### config.mk
export PLATFORM = sky130hd
export DESIGN_NAME = debounced_countdown_valve_timer
export DESIGN_NICKNAME = d
export VERILOG_FILES = /design/src/design/dcvt_pkg.sv /design/src/design/debounced_countdown_valve_timer.sv /design/src/design/dcvt_cfg.sv /design/src/design/dcvt_ctrl.sv /design/src/design/dcvt_disp.sv
export SDC_FILE = /design/constraint.sdc
export NUM_CORES = 1
export LEC_CHECK = 0
export ABC_AREA = 1
export BUFFER_PORTS_ARGS = -buffer_cell sky130_fd_sc_hd__buf_2
export CAP_MARGIN = 20
export CORE_UTILIZATION = 43
export CTS_BUF_LIST = sky130_fd_sc_hd__clkbuf_8
export DETAILED_ROUTE_END_ITERATION = 16
export GPL_TIMING_DRIVEN = 1
export PLACE_DENSITY = 0.63
export REMOVE_ABC_BUFFERS = 1
export SYNTH_ARGS = -nofsm -noshare
export SYNTH_HDL_FRONTEND = slang
export SYNTH_SLANG_ARGS = --single-unit
### constraint.sdc
create_clock -name i_clk -period 14 [get_ports i_clk]
set_clock_uncertainty 0.05 [all_clocks]
set_input_delay 0 -clock i_clk [delete_from_list [all_inputs] [get_ports i_clk]]
set_output_delay 0 -clock i_clk [all_outputs]
set_load 0.01 [all_outputs]
### src/design/dcvt_pkg.sv
// Shared types, constants and segment table for the valve timer.
`timescale 1ns / 1ps

package dcvt_pkg;

    // Register indexes on the configuration port (word address bits [3:2]).
    localparam logic [1:0] REG_MAX_SECONDS    = 2'd0;
    localparam logic [1:0] REG_DEBOUNCE_LIMIT = 2'd1;
    localparam logic [1:0] REG_OFF_HOLD_TICKS = 2'd2;

    localparam int unsigned PADDR_W = 4;
    localparam int unsigned PDATA_W = 32;

    // Segment patterns, bit 7 is the dot.
    localparam logic [7:0] SEG_DOT   = 8'h80;
    localparam logic [7:0] SEG_BLANK = 8'h00;
    localparam logic [7:0] SEG_H     = 8'h37;
    localparam logic [7:0] SEG_E     = 8'h4F;
    localparam logic [7:0] SEG_L     = 8'h0E;
    localparam logic [7:0] SEG_O     = 8'h1D;
    localparam logic [7:0] SEG_F     = 8'h47;

    // Operating phase, one-hot.
    typedef enum logic [2:0] {
        PH_IDLE  = 3'b001,
        PH_COUNT = 3'b010,
        PH_HOLD  = 3'b100
    } t_phase;

    // What the display currently shows.
    typedef enum logic [1:0] {
        DISP_HELLO = 2'd0,
        DISP_OFF   = 2'd1,
        DISP_COUNT = 2'd2
    } t_disp_mode;

    typedef struct packed {
        logic       func;
        logic       button_low;
        logic [9:0] adc_value;
    } t_in_item;

    typedef struct packed {
        logic       valve_on;
        logic [7:0] seg_units;
        logic [7:0] seg_tens;
        logic [7:0] seg_hundreds;
        logic [7:0] seg_thousands;
        logic       busy_res;
    } t_out_item;

    typedef struct packed {
        logic [7:0] max_seconds;
        logic [7:0] debounce_limit;
        logic [9:0] off_hold_ticks;
    } t_cfg;

    // Snapshot handed from the control stage to the display stage.
    // disp_half is floor(count/2); disp_q1 is floor(disp_half/100).
    typedef struct packed {
        logic        valve_on;
        logic        busy;
        t_disp_mode  disp_mode;
        logic [14:0] disp_half;
        logic [8:0]  disp_q1;
    } t_mid;

    function automatic logic [7:0] digit_seg(input logic [3:0] d);
        logic [7:0] s;
        case (d)
            4'd0:    s = 8'h7E;
            4'd1:    s = 8'h30;
            4'd2:    s = 8'h6D;
            4'd3:    s = 8'h79;
            4'd4:    s = 8'h33;
            4'd5:    s = 8'h5B;
            4'd6:    s = 8'h5F;
            4'd7:    s = 8'h70;
            4'd8:    s = 8'h7F;
            4'd9:    s = 8'h7B;
            default: s = SEG_BLANK;
        endcase
        return s;
    endfunction

endpackage

### src/design/debounced_countdown_valve_timer.sv
// Top level of the debounced countdown valve timer.
`timescale 1ns / 1ps
// Pipeline: two register stages; the control stage registers a snapshot of each accepted
//   input transaction and the decode stage registers the result transaction from it.
// Throughput: one transaction per cycle; a stalled result holds the decode stage, an empty
//   control stage takes one more transaction, then input stalls until the result leaves.
// Reset (synchronous, active low): registers return to their defaults, the timer goes
//   idle with the valve closed, the display shows HELLO and both pipeline stages empty.

module debounced_countdown_valve_timer (
    input  logic                          i_clk,
    input  logic                          i_rst_n,
    // item input channel
    input  logic                          i_in_valid,
    output logic                          o_in_ready,
    input  dcvt_pkg::t_in_item            i_in_data,
    // result output channel
    output logic                          o_out_valid,
    input  logic                          i_out_ready,
    output dcvt_pkg::t_out_item           o_out_data,
    // configuration port
    input  logic                          psel,
    input  logic                          penable,
    input  logic                          pwrite,
    input  logic [dcvt_pkg::PADDR_W-1:0]  paddr,
    input  logic [dcvt_pkg::PDATA_W-1:0]  pwdata,
    output logic [dcvt_pkg::PDATA_W-1:0]  prdata,
    output logic                          pready
);

    dcvt_pkg::t_cfg cfg;
    logic           mid_valid;
    logic           mid_ready;
    dcvt_pkg::t_mid mid_data;

    // Register file: max_seconds, debounce_limit, off_hold_ticks.
    dcvt_cfg u_cfg (
        .i_clk   (i_clk),
        .i_rst_n (i_rst_n),
        .psel    (psel),
        .penable (penable),
        .pwrite  (pwrite),
        .paddr   (paddr),
        .pwdata  (pwdata),
        .prdata  (prdata),
        .pready  (pready),
        .o_cfg   (cfg)
    );

    // Stage 1: all state updates happen on the accepting edge; the
    // post-update snapshot (valve, busy, display source) is registered.
    // The count refresh stores floor(count/2) and its hundreds quotient
    // so only small divides by ten are left for later.
    dcvt_ctrl u_ctrl (
        .i_clk       (i_clk),
        .i_rst_n     (i_rst_n),
        .i_cfg       (cfg),
        .i_in_valid  (i_in_valid),
        .o_in_ready  (o_in_ready),
        .i_in_data   (i_in_data),
        .o_mid_valid (mid_valid),
        .i_mid_ready (mid_ready),
        .o_mid_data  (mid_data)
    );

    // Stage 2: split into four decimal digits, map to segment patterns,
    // register the result transaction.
    dcvt_disp u_disp (
        .i_clk       (i_clk),
        .i_rst_n     (i_rst_n),
        .i_mid_valid (mid_valid),
        .o_mid_ready (mid_ready),
        .i_mid_data  (mid_data),
        .o_out_valid (o_out_valid),
        .i_out_ready (i_out_ready),
        .o_out_data  (o_out_data)
    );

endmodule

### src/design/dcvt_cfg.sv
// APB-style configuration register file.
`timescale 1ns / 1ps

module dcvt_cfg (
    input  logic                          i_clk,
    input  logic                          i_rst_n,
    input  logic                          psel,
    input  logic                          penable,
    input  logic                          pwrite,
    input  logic [dcvt_pkg::PADDR_W-1:0]  paddr,
    input  logic [dcvt_pkg::PDATA_W-1:0]  pwdata,
    output logic [dcvt_pkg::PDATA_W-1:0]  prdata,
    output logic                          pready,
    output dcvt_pkg::t_cfg                o_cfg
);

    logic [7:0] r_max_seconds;
    logic [7:0] r_debounce_limit;
    logic [9:0] r_off_hold_ticks;
    logic       wr_en;
    logic [1:0] reg_idx;

    assign pready  = 1'b1;
    assign wr_en   = psel & penable & pwrite;
    assign reg_idx = paddr[3:2];

    always_ff @(posedge i_clk) begin
        if (!i_rst_n) begin
            r_max_seconds    <= 8'd90;
            r_debounce_limit <= 8'd255;
            r_off_hold_ticks <= 10'd200;
        end else if (wr_en) begin
            unique case (reg_idx)
                dcvt_pkg::REG_MAX_SECONDS:    r_max_seconds    <= pwdata[7:0];
                dcvt_pkg::REG_DEBOUNCE_LIMIT: r_debounce_limit <= pwdata[7:0];
                dcvt_pkg::REG_OFF_HOLD_TICKS: r_off_hold_ticks <= pwdata[9:0];
                default: ;
            endcase
        end
    end

    always_comb begin
        unique case (reg_idx)
            dcvt_pkg::REG_MAX_SECONDS:    prdata = {24'd0, r_max_seconds};
            dcvt_pkg::REG_DEBOUNCE_LIMIT: prdata = {24'd0, r_debounce_limit};
            dcvt_pkg::REG_OFF_HOLD_TICKS: prdata = {22'd0, r_off_hold_ticks};
            default:                      prdata = '0;
        endcase
    end

    assign o_cfg = '{max_seconds:    r_max_seconds,
                     debounce_limit: r_debounce_limit,
                     off_hold_ticks: r_off_hold_ticks};

endmodule

### src/design/dcvt_ctrl.sv
// Debounce, run flag, countdown and hold sequencing; registers one snapshot per transaction.
`timescale 1ns / 1ps

module dcvt_ctrl (
    input  logic               i_clk,
    input  logic               i_rst_n,
    input  dcvt_pkg::t_cfg     i_cfg,
    input  logic               i_in_valid,
    output logic               o_in_ready,
    input  dcvt_pkg::t_in_item i_in_data,
    output logic               o_mid_valid,
    input  logic               i_mid_ready,
    output dcvt_pkg::t_mid     o_mid_data
);

    dcvt_pkg::t_phase     r_phase,       n_phase;
    logic                 r_run_enabled, n_run_enabled;
    logic [15:0]          r_ticks_left,  n_ticks_left;
    logic [7:0]           r_press_count, n_press_count;
    logic                 r_press_taken, n_press_taken;
    logic [9:0]           r_hold_left,   n_hold_left;
    logic                 r_valve,       n_valve;
    dcvt_pkg::t_disp_mode r_disp_mode,   n_disp_mode;
    logic [14:0]          r_disp_half,   n_disp_half;
    logic [8:0]           r_disp_q1,     n_disp_q1;

    logic                 r_mid_valid;
    dcvt_pkg::t_mid       r_mid;
    logic                 accept;

    // Start value: max_seconds * floor(200*adc/1023).
    // With x = 1024*a + b, floor(x/1023) = a + ((a + b) >= 1023) since a + b < 2046.
    logic [17:0] adc_x200;
    logic [10:0] adc_sum;
    logic [7:0]  adc_scaled;
    logic [15:0] load_val;

    // ticks_left % 10 == 0 test via reciprocal 52429 / 2^19 (exact below 2^18).
    logic [31:0] t_prod;
    logic [12:0] t_div10;
    logic        t_mult10;

    // floor(ticks/2) / 100 via reciprocal 41944 / 2^22 (exact below 2^15).
    logic [14:0] half_cnt;
    logic [30:0] h_prod;
    logic [8:0]  half_q1;

    assign adc_x200   = 18'(i_in_data.adc_value) * 18'd200;
    assign adc_sum    = {3'd0, adc_x200[17:10]} + {1'b0, adc_x200[9:0]};
    assign adc_scaled = adc_x200[17:10] + ((adc_sum >= 11'd1023) ? 8'd1 : 8'd0);
    assign load_val   = 16'(i_cfg.max_seconds) * 16'(adc_scaled);

    assign t_prod   = 32'(r_ticks_left) * 32'd52429;
    assign t_div10  = t_prod[31:19];
    assign t_mult10 = (r_ticks_left == ({t_div10, 3'd0} + {2'd0, t_div10, 1'b0}));

    assign half_cnt = r_ticks_left[15:1];
    assign h_prod   = 31'(half_cnt) * 31'd41944;
    assign half_q1  = h_prod[30:22];

    assign o_in_ready = !r_mid_valid || i_mid_ready;
    assign accept     = i_in_valid && o_in_ready;

    always_comb begin
        n_phase       = r_phase;
        n_run_enabled = r_run_enabled;
        n_ticks_left  = r_ticks_left;
        n_press_count = r_press_count;
        n_press_taken = r_press_taken;
        n_hold_left   = r_hold_left;
        n_valve       = r_valve;
        n_disp_mode   = r_disp_mode;
        n_disp_half   = r_disp_half;
        n_disp_q1     = r_disp_q1;

        if (!i_in_data.func) begin
            if (i_in_data.button_low) begin
                if (!r_press_taken) begin
                    if (r_press_count >= i_cfg.debounce_limit) begin
                        n_run_enabled = !r_run_enabled;
                        n_press_taken = 1'b1;
                    end else begin
                        n_press_count = r_press_count + 8'd1;
                    end
                end
            end else begin
                n_press_count = '0;
                n_press_taken = 1'b0;
            end
        end else begin
            unique case (r_phase)
                dcvt_pkg::PH_COUNT: begin
                    if (r_ticks_left == '0 || !r_run_enabled) begin
                        n_run_enabled = 1'b0;
                        n_valve       = 1'b0;
                        n_disp_mode   = dcvt_pkg::DISP_OFF;
                        n_hold_left   = i_cfg.off_hold_ticks;
                        n_phase       = dcvt_pkg::PH_HOLD;
                    end else begin
                        if (t_mult10) begin
                            n_disp_mode = dcvt_pkg::DISP_COUNT;
                            n_disp_half = half_cnt;
                            n_disp_q1   = half_q1;
                        end
                        n_ticks_left = r_ticks_left - 16'd1;
                    end
                end
                dcvt_pkg::PH_HOLD: begin
                    if (r_hold_left == '0) begin
                        n_disp_mode = dcvt_pkg::DISP_HELLO;
                        n_phase     = dcvt_pkg::PH_IDLE;
                    end else begin
                        n_hold_left = r_hold_left - 10'd1;
                    end
                end
                default: begin
                    // idle, and any stray code recovers to idle
                    n_phase = dcvt_pkg::PH_IDLE;
                    if (r_run_enabled) begin
                        n_ticks_left = load_val;
                        n_valve      = 1'b1;
                        n_phase      = dcvt_pkg::PH_COUNT;
                    end
                end
            endcase
        end
    end

    always_ff @(posedge i_clk) begin
        if (!i_rst_n) begin
            r_phase       <= dcvt_pkg::PH_IDLE;
            r_run_enabled <= 1'b0;
            r_ticks_left  <= '0;
            r_press_count <= '0;
            r_press_taken <= 1'b0;
            r_hold_left   <= '0;
            r_valve       <= 1'b0;
            r_disp_mode   <= dcvt_pkg::DISP_HELLO;
            r_mid_valid   <= 1'b0;
        end else begin
            if (accept) begin
                r_phase       <= n_phase;
                r_run_enabled <= n_run_enabled;
                r_ticks_left  <= n_ticks_left;
                r_press_count <= n_press_count;
                r_press_taken <= n_press_taken;
                r_hold_left   <= n_hold_left;
                r_valve       <= n_valve;
                r_disp_mode   <= n_disp_mode;
                r_mid_valid   <= 1'b1;
            end else if (i_mid_ready) begin
                r_mid_valid   <= 1'b0;
            end
        end
    end

    // Display value and snapshot are payload, no reset needed.
    always_ff @(posedge i_clk) begin
        if (accept) begin
            r_disp_half <= n_disp_half;
            r_disp_q1   <= n_disp_q1;
            r_mid <= '{valve_on:  n_valve,
                       busy:      (n_phase == dcvt_pkg::PH_COUNT) ||
                                  (n_phase == dcvt_pkg::PH_HOLD),
                       disp_mode: n_disp_mode,
                       disp_half: n_disp_half,
                       disp_q1:   n_disp_q1};
        end
    end

    assign o_mid_valid = r_mid_valid;
    assign o_mid_data  = r_mid;

endmodule

### src/design/dcvt_disp.sv
// Segment decode of the display snapshot into the output register.
`timescale 1ns / 1ps

module dcvt_disp (
    input  logic                i_clk,
    input  logic                i_rst_n,
    input  logic                i_mid_valid,
    output logic                o_mid_ready,
    input  dcvt_pkg::t_mid      i_mid_data,
    output logic                o_out_valid,
    input  logic                i_out_ready,
    output dcvt_pkg::t_out_item o_out_data
);

    logic                r_out_valid;
    dcvt_pkg::t_out_item r_out;
    dcvt_pkg::t_out_item out_nxt;
    logic                take;

    logic [14:0] lo_full;
    logic [6:0]  lo_val;
    logic [8:0]  hi_adj;
    logic [6:0]  hi_val;
    logic [3:0]  d0, d1, d2, d3;

    // x / 10 for x < 100: (x * 205) >> 11 is exact there.
    function automatic logic [3:0] div10_small(input logic [6:0] x);
        logic [14:0] p;
        p = 15'(x) * 15'd205;
        return p[14:11];
    endfunction

    function automatic logic [3:0] mod10_small(input logic [6:0] x, input logic [3:0] q);
        logic [6:0] r;
        r = x - ({q, 3'd0} + {2'd0, q, 1'b0});
        return r[3:0];
    endfunction

    assign o_mid_ready = !r_out_valid || i_out_ready;
    assign take        = i_mid_valid && o_mid_ready;

    // Low two digits: half - 100*q1. High two digits: q1 mod 100, q1 < 328.
    assign lo_full = i_mid_data.disp_half - (15'(i_mid_data.disp_q1) * 15'd100);
    assign lo_val  = lo_full[6:0];

    always_comb begin
        if (i_mid_data.disp_q1 >= 9'd300) begin
            hi_adj = i_mid_data.disp_q1 - 9'd300;
        end else if (i_mid_data.disp_q1 >= 9'd200) begin
            hi_adj = i_mid_data.disp_q1 - 9'd200;
        end else if (i_mid_data.disp_q1 >= 9'd100) begin
            hi_adj = i_mid_data.disp_q1 - 9'd100;
        end else begin
            hi_adj = i_mid_data.disp_q1;
        end
    end
    assign hi_val = hi_adj[6:0];

    assign d1 = div10_small(lo_val);
    assign d0 = mod10_small(lo_val, d1);
    assign d3 = div10_small(hi_val);
    assign d2 = mod10_small(hi_val, d3);

    always_comb begin
        out_nxt.valve_on = i_mid_data.valve_on;
        out_nxt.busy_res = i_mid_data.busy;
        unique case (i_mid_data.disp_mode)
            dcvt_pkg::DISP_OFF: begin
                out_nxt.seg_units     = dcvt_pkg::SEG_BLANK;
                out_nxt.seg_tens      = dcvt_pkg::SEG_F;
                out_nxt.seg_hundreds  = dcvt_pkg::SEG_F;
                out_nxt.seg_thousands = dcvt_pkg::SEG_O;
            end
            dcvt_pkg::DISP_COUNT: begin
                out_nxt.seg_units     = dcvt_pkg::digit_seg(d0);
                out_nxt.seg_tens      = dcvt_pkg::digit_seg(d1);
                out_nxt.seg_hundreds  = dcvt_pkg::digit_seg(d2) | dcvt_pkg::SEG_DOT;
                out_nxt.seg_thousands = dcvt_pkg::digit_seg(d3);
            end
            default: begin
                out_nxt.seg_units     = dcvt_pkg::SEG_O;
                out_nxt.seg_tens      = dcvt_pkg::SEG_L;
                out_nxt.seg_hundreds  = dcvt_pkg::SEG_E;
                out_nxt.seg_thousands = dcvt_pkg::SEG_H;
            end
        endcase
    end

    always_ff @(posedge i_clk) begin
        if (!i_rst_n) begin
            r_out_valid <= 1'b0;
        end else if (take) begin
            r_out_valid <= 1'b1;
        end else if (i_out_ready) begin
            r_out_valid <= 1'b0;
        end
    end

    always_ff @(posedge i_clk) begin
        if (take) begin
            r_out <= out_nxt;
        end
    end

    assign o_out_valid = r_out_valid;
    assign o_out_data  = r_out;

endmodule

==> flow_summary_export.csv <==
group,metric,value,unit
cts,htree_levels,4,
detailed_routing,ant_nets,0,
grt,first_global_vias,17540,
power_and_ir_drop,power-per-cell-area,105.6,mW/mm^2
logic_synthesis,postSynthAreaPerCell,8.058,sq um
detailed_routing,dr_total_vias,17440,
sta,layout_min_cycle_time,9.422,ns
finish,layout-drive-gt1-share,7.303,%
worst_setup_path,timing.rr.start,"u_ctrl.r_ticks_left[7]$_SDFFE_PN0P_",
sta,slew-limit-headroom,34.46,%
power_and_ir_drop,cell_leakage_power,13.26,nW
sta,finalSetupViolations,0,
logic_synthesis,syn-cell-area,0.02171,sq mm
worst_setup_path,critPathBufInv,5,
worst_setup_path,start_kind,"flop",
sta,fin_tns_setup,0,ns
logic_synthesis,synthDistinctLibCells,60,
cts,clk_root_buffer_cell,"sky130_fd_sc_hd__clkbuf_8",
min_path,hold-path-endpoint,"u_cfg.r_off_hold_ticks[7]$_SDFFE_PN1P_",
sta,rsz0062_at_grt,"no",
worst_setup_path,critical-path-max-stage-delay,0.93,ns
cts,tritoncts.num_buffers,17,
place,post-dp-hpwl,43570,microns
finish,finalNetCount,3513,
worst_setup_path,r2r_slack,4.58,ns
logic_synthesis,yosysWarningCount,0,
worst_setup_path,timing.critical_path.mode_cell,"sky130_fd_sc_hd__nand2_1",
worst_setup_path,worst_r2r_path_depth,34,
flow_run,maxCapViolations,0,
grt,grt_antenna_before_repair,0,
grt,grt.overflow.total,0,
cts,cts_resizes,0,
grt,grt_max_degree,49,
worst_setup_path,worstReg2RegEnd,"u_ctrl.r_disp_half[2]$_DFFE_PP_",
sta,report.final.slew_viol_count,0,
finish,n_fill_cell,4828,
logic_synthesis,ys_ff_latch,121,
worst_setup_path,path_max_fanout,16,
cts,tritoncts,"built",
worst_setup_path,worst_setup_path_end_kind,"flop",
sta,maxClockFrequency,106.1,MHz
cts,maximum_clock_path_buffer_count,2,
die,num_rows,81,
die,die_height,226.7,microns
outcome,run_status,"completed",
sta,worst_pin_slew,0.9809,ns
worst_setup_path,criticalPathCategory,"reg2reg",
detailed_routing,drt-vias-per-instance,5.022,
min_path,hold_path.startpoint,"penable",
grt,grt_first_pass_wirelength,86850,microns
sta,final-hold-violation-count,0,
sta,final_cycle_utilization_of_the_critical_path,67.30,%
worst_setup_path,worst_path_dominant_cell_family,"adder cells",
detailed_routing,drtPass1Iterations,6,
finish,area.growth.synth_to_final,7.942,%
die,dieWidth,226.7,microns
cts,postCtsSetupRepairBufs,0,
place,routability_driven_placement_congestion_ratio,0.9077,
sta,timing.hold.ws,0.05215,ns
min_path,min-delay-path-class,"in2reg",
detailed_routing,number_of_violations_reported_at_the_end_of_detailed_routing_iteration_0,1035,
detailed_routing,route.detailed.wl_per_inst,14.90,microns
logic_synthesis,netlist_instances,2694,
cts,clk_pin_slew_worst_paths,0.08,ns
worst_setup_path,cp.required,14.10,ns
power_and_ir_drop,power.ir.vdd_worst,0.0002545,V
logic_synthesis,seq_area_frac_synth,13.51,%
detailed_routing,drc,0,
place,buffer_ports.inserted,73,
die,floorplan_die_area,0.05139,sq mm
cts,skew_pair_late_insertion_delay,0.48,ns
cts,clock_sinks,121,
worst_setup_path,worstPathArrival,9.53,ns
worst_setup_path,crit_path_top_delay_cell,"sky130_fd_sc_hd__dfxtp_1",
grt,grt.total_usage,21.19,%
die,placeableCoreArea,0.04936,sq mm
min_path,hold_depth,5,
detailed_routing,finalWirelength,51750,microns
worst_setup_path,critPathLaunch,"u_ctrl.r_ticks_left[7]$_SDFFE_PN0P_",
die,floorplan.io_pins,124,
die,floorplan.initialDensity,43.98,%
-- logic make-up (layout without fill, tap and decap cells) --
logic type	after synthesis	after routing	share of synthesized area (%)
AOI/OAI and AO/OA	343	343	9.170
DFF	121	121	13.51
xor gates and xnor gates	69	69	3.130
and+or+nand+nor	843	843	16.77
buffers and inverters	652	741	11.85
other	2	27	0.03460
adders and majority gates	664	664	45.53
-- worst register-to-register path, delay by kind of cell (launching register included) --
kind / cells / cell delay (ns)
AO/OA/AOI/OAI: 6 / 1.26
XOR/XNOR: 1 / 0.22
adder cells (fa/ha/maj): 8 / 3.77
buffers and inverters: 5 / 0.98
flip-flops: 1 / 0.93
AND/OR/NAND/NOR: 14 / 1.90
-- sequential cells by signal (all words and copies together) (netlist names) --
signal,cells
u_ctrl.r_press_taken,1
u_disp.o_out_data,31
u_ctrl.r_phase,3
u_ctrl.r_run_enabled,1
u_ctrl.r_ticks_left,16
u_ctrl.r_disp_half,7
u_cfg.r_max_seconds,8
u_cfg.r_debounce_limit,8
u_ctrl.o_mid_valid,1
u_ctrl.r_valve,1
u_disp.o_out_valid,1
u_ctrl.r_press_count,8
u_ctrl.r_disp_mode,2
u_ctrl.r_hold_left,10
u_ctrl.r_disp_q1,9
u_ctrl.o_mid_data,4
u_cfg.r_off_hold_ticks,10
-- worst max path at each step --
stage / end / slack (ns) / cells after the start
floorplan: u_ctrl.r_disp_half[0]$_DFFE_PP_ / 5.21 / 34
CTS: u_ctrl.r_disp_half[2]$_DFFE_PP_ / 4.58 / 34
global route: u_ctrl.r_disp_q1[0]$_DFFE_PP_ / 3.83 / 34
global placement: u_ctrl.r_ticks_left[15]$_SDFFE_PN0P_ / 4.54 / 48
finish: u_ctrl.r_disp_half[2]$_DFFE_PP_ / 4.58 / 34
detailed placement: u_ctrl.r_ticks_left[15]$_SDFFE_PN0P_ / 4.34 / 48
-- power breakdown --
group / internal [W] / switching (W)
Sequential: 0.000378 / 0.00000481
Combinational: 0.000666 / 0.00109
Clock: 0.000187 / 0.000155
-- stage by stage --
| stage | total power [W] | setup slack (ns) | instance area, sq um | utilization (%) | std cells |
|---|---|---|---|---|---|
| 6_report | 0.002475 | 4.578 | 23430 | 47.48 | 3472 |
| 5_1_grt | 0.002793 | 3.827 | 23430 | 47.47 | 3471 |
| 4_1_cts | 0.002481 | 4.576 | 23430 | 47.47 | 3471 |
| 3_5_place_dp | 0.002113 | 4.343 | 22840 | 46.27 | 3422 |
| 3_3_place_gp | 0.002065 | 4.542 | 22840 | 46.27 | 3422 |
| 2_1_floorplan | 0.001709 | 5.207 | 21490 | - | 2668 |
-- per-layer routing --
layer | global-route usage [%] | wire, microns
met3 | 2.656 | 2194
met5 | 0 | 0
met4 | 5.449 | 946
met2 | 37.51 | 25410
met1 | 27.03 | 23200
-- synthesized netlist by cell type (all sizes together) --
library cell / count / area share [%]
nand3: 116 / 2.9
clkinv: 5 / 0.086
o2111ai: 1 / 0.040
o21ai: 104 / 2.4
ha: 454 / 26
o211ai: 21 / 0.73
nor3b: 2 / 0.069
nor4: 3 / 0.16
o21bai: 10 / 0.35
a211oi: 17 / 0.59
o221ai: 8 / 0.32
xor2: 45 / 2.2
inv: 597 / 10
nand3b: 9 / 0.31
nor2: 182 / 3.3
edfxtp: 51 / 7.1
o22ai: 3 / 0.086
a21o: 11 / 0.38
o221a: 1 / 0.052
o31ai: 5 / 0.20
or2: 18 / 0.52
clkbuf: 16 / 0.28
nor3: 15 / 0.39
o21a: 3 / 0.10
a21oi: 140 / 3.3
xnor2: 24 / 0.97
and3: 2 / 0.058
a21boi: 3 / 0.10
a31oi: 13 / 0.37
conb: 2 / 0.035
fa: 210 / 19
a221oi: 2 / 0.081
buf: 34 / 1.1
nand2: 480 / 8.6
nand4: 15 / 0.46
a311oi: 1 / 0.040
and2: 1 / 0.029
dfxtp: 70 / 6.5
-- timing repair --
item	in CTS	in global routing
hold buffers	17	0
endpoints found under the setup margin	0	0
endpoints found under the hold margin	38	0
-- placed cells by master (no fill, tap or decap), types with 15 or more instances in the layout --
cell and instances:
sky130_fd_sc_hd__xnor2_1 24, sky130_fd_sc_hd__buf_2 73, sky130_fd_sc_hd__nand3_1 109, sky130_fd_sc_hd__dfxtp_1 70
sky130_fd_sc_hd__a211oi_1 17, sky130_fd_sc_hd__o21ai_0 91, sky130_fd_sc_hd__dlygate4sd3_1 17, sky130_fd_sc_hd__clkbuf_8 19
sky130_fd_sc_hd__ha_1 454, sky130_fd_sc_hd__nor2_1 177, sky130_fd_sc_hd__inv_2 16, sky130_fd_sc_hd__inv_1 580
sky130_fd_sc_hd__a21oi_1 136, sky130_fd_sc_hd__buf_4 17, sky130_fd_sc_hd__or2_2 15, sky130_fd_sc_hd__xor2_1 38
sky130_fd_sc_hd__edfxtp_1 51, sky130_fd_sc_hd__fa_1 210, sky130_fd_sc_hd__nand2_1 461, sky130_fd_sc_hd__o211ai_1 21
sky130_fd_sc_hd__conb_1 26
-- layout make-up --
| cell class | instances | area (sq um) | area share, % |
|---|---|---|---|
| clock inverters | 13 | 161.4 | 0.6888 |
| diodes | 1 | 2.502 | 0.01068 |
| well taps | 664 | 830.8 | 3.545 |
| inverters | 602 | 2265 | 9.665 |
| repair buffers | 107 | 663.1 | 2.830 |
| clock buffers | 19 | 261.5 | 1.116 |
| flip-flops and latches | 121 | 2933 | 12.52 |
| multi-input cells | 1945 | 16320 | 69.63 |
(Power assumes the default switching activity.)
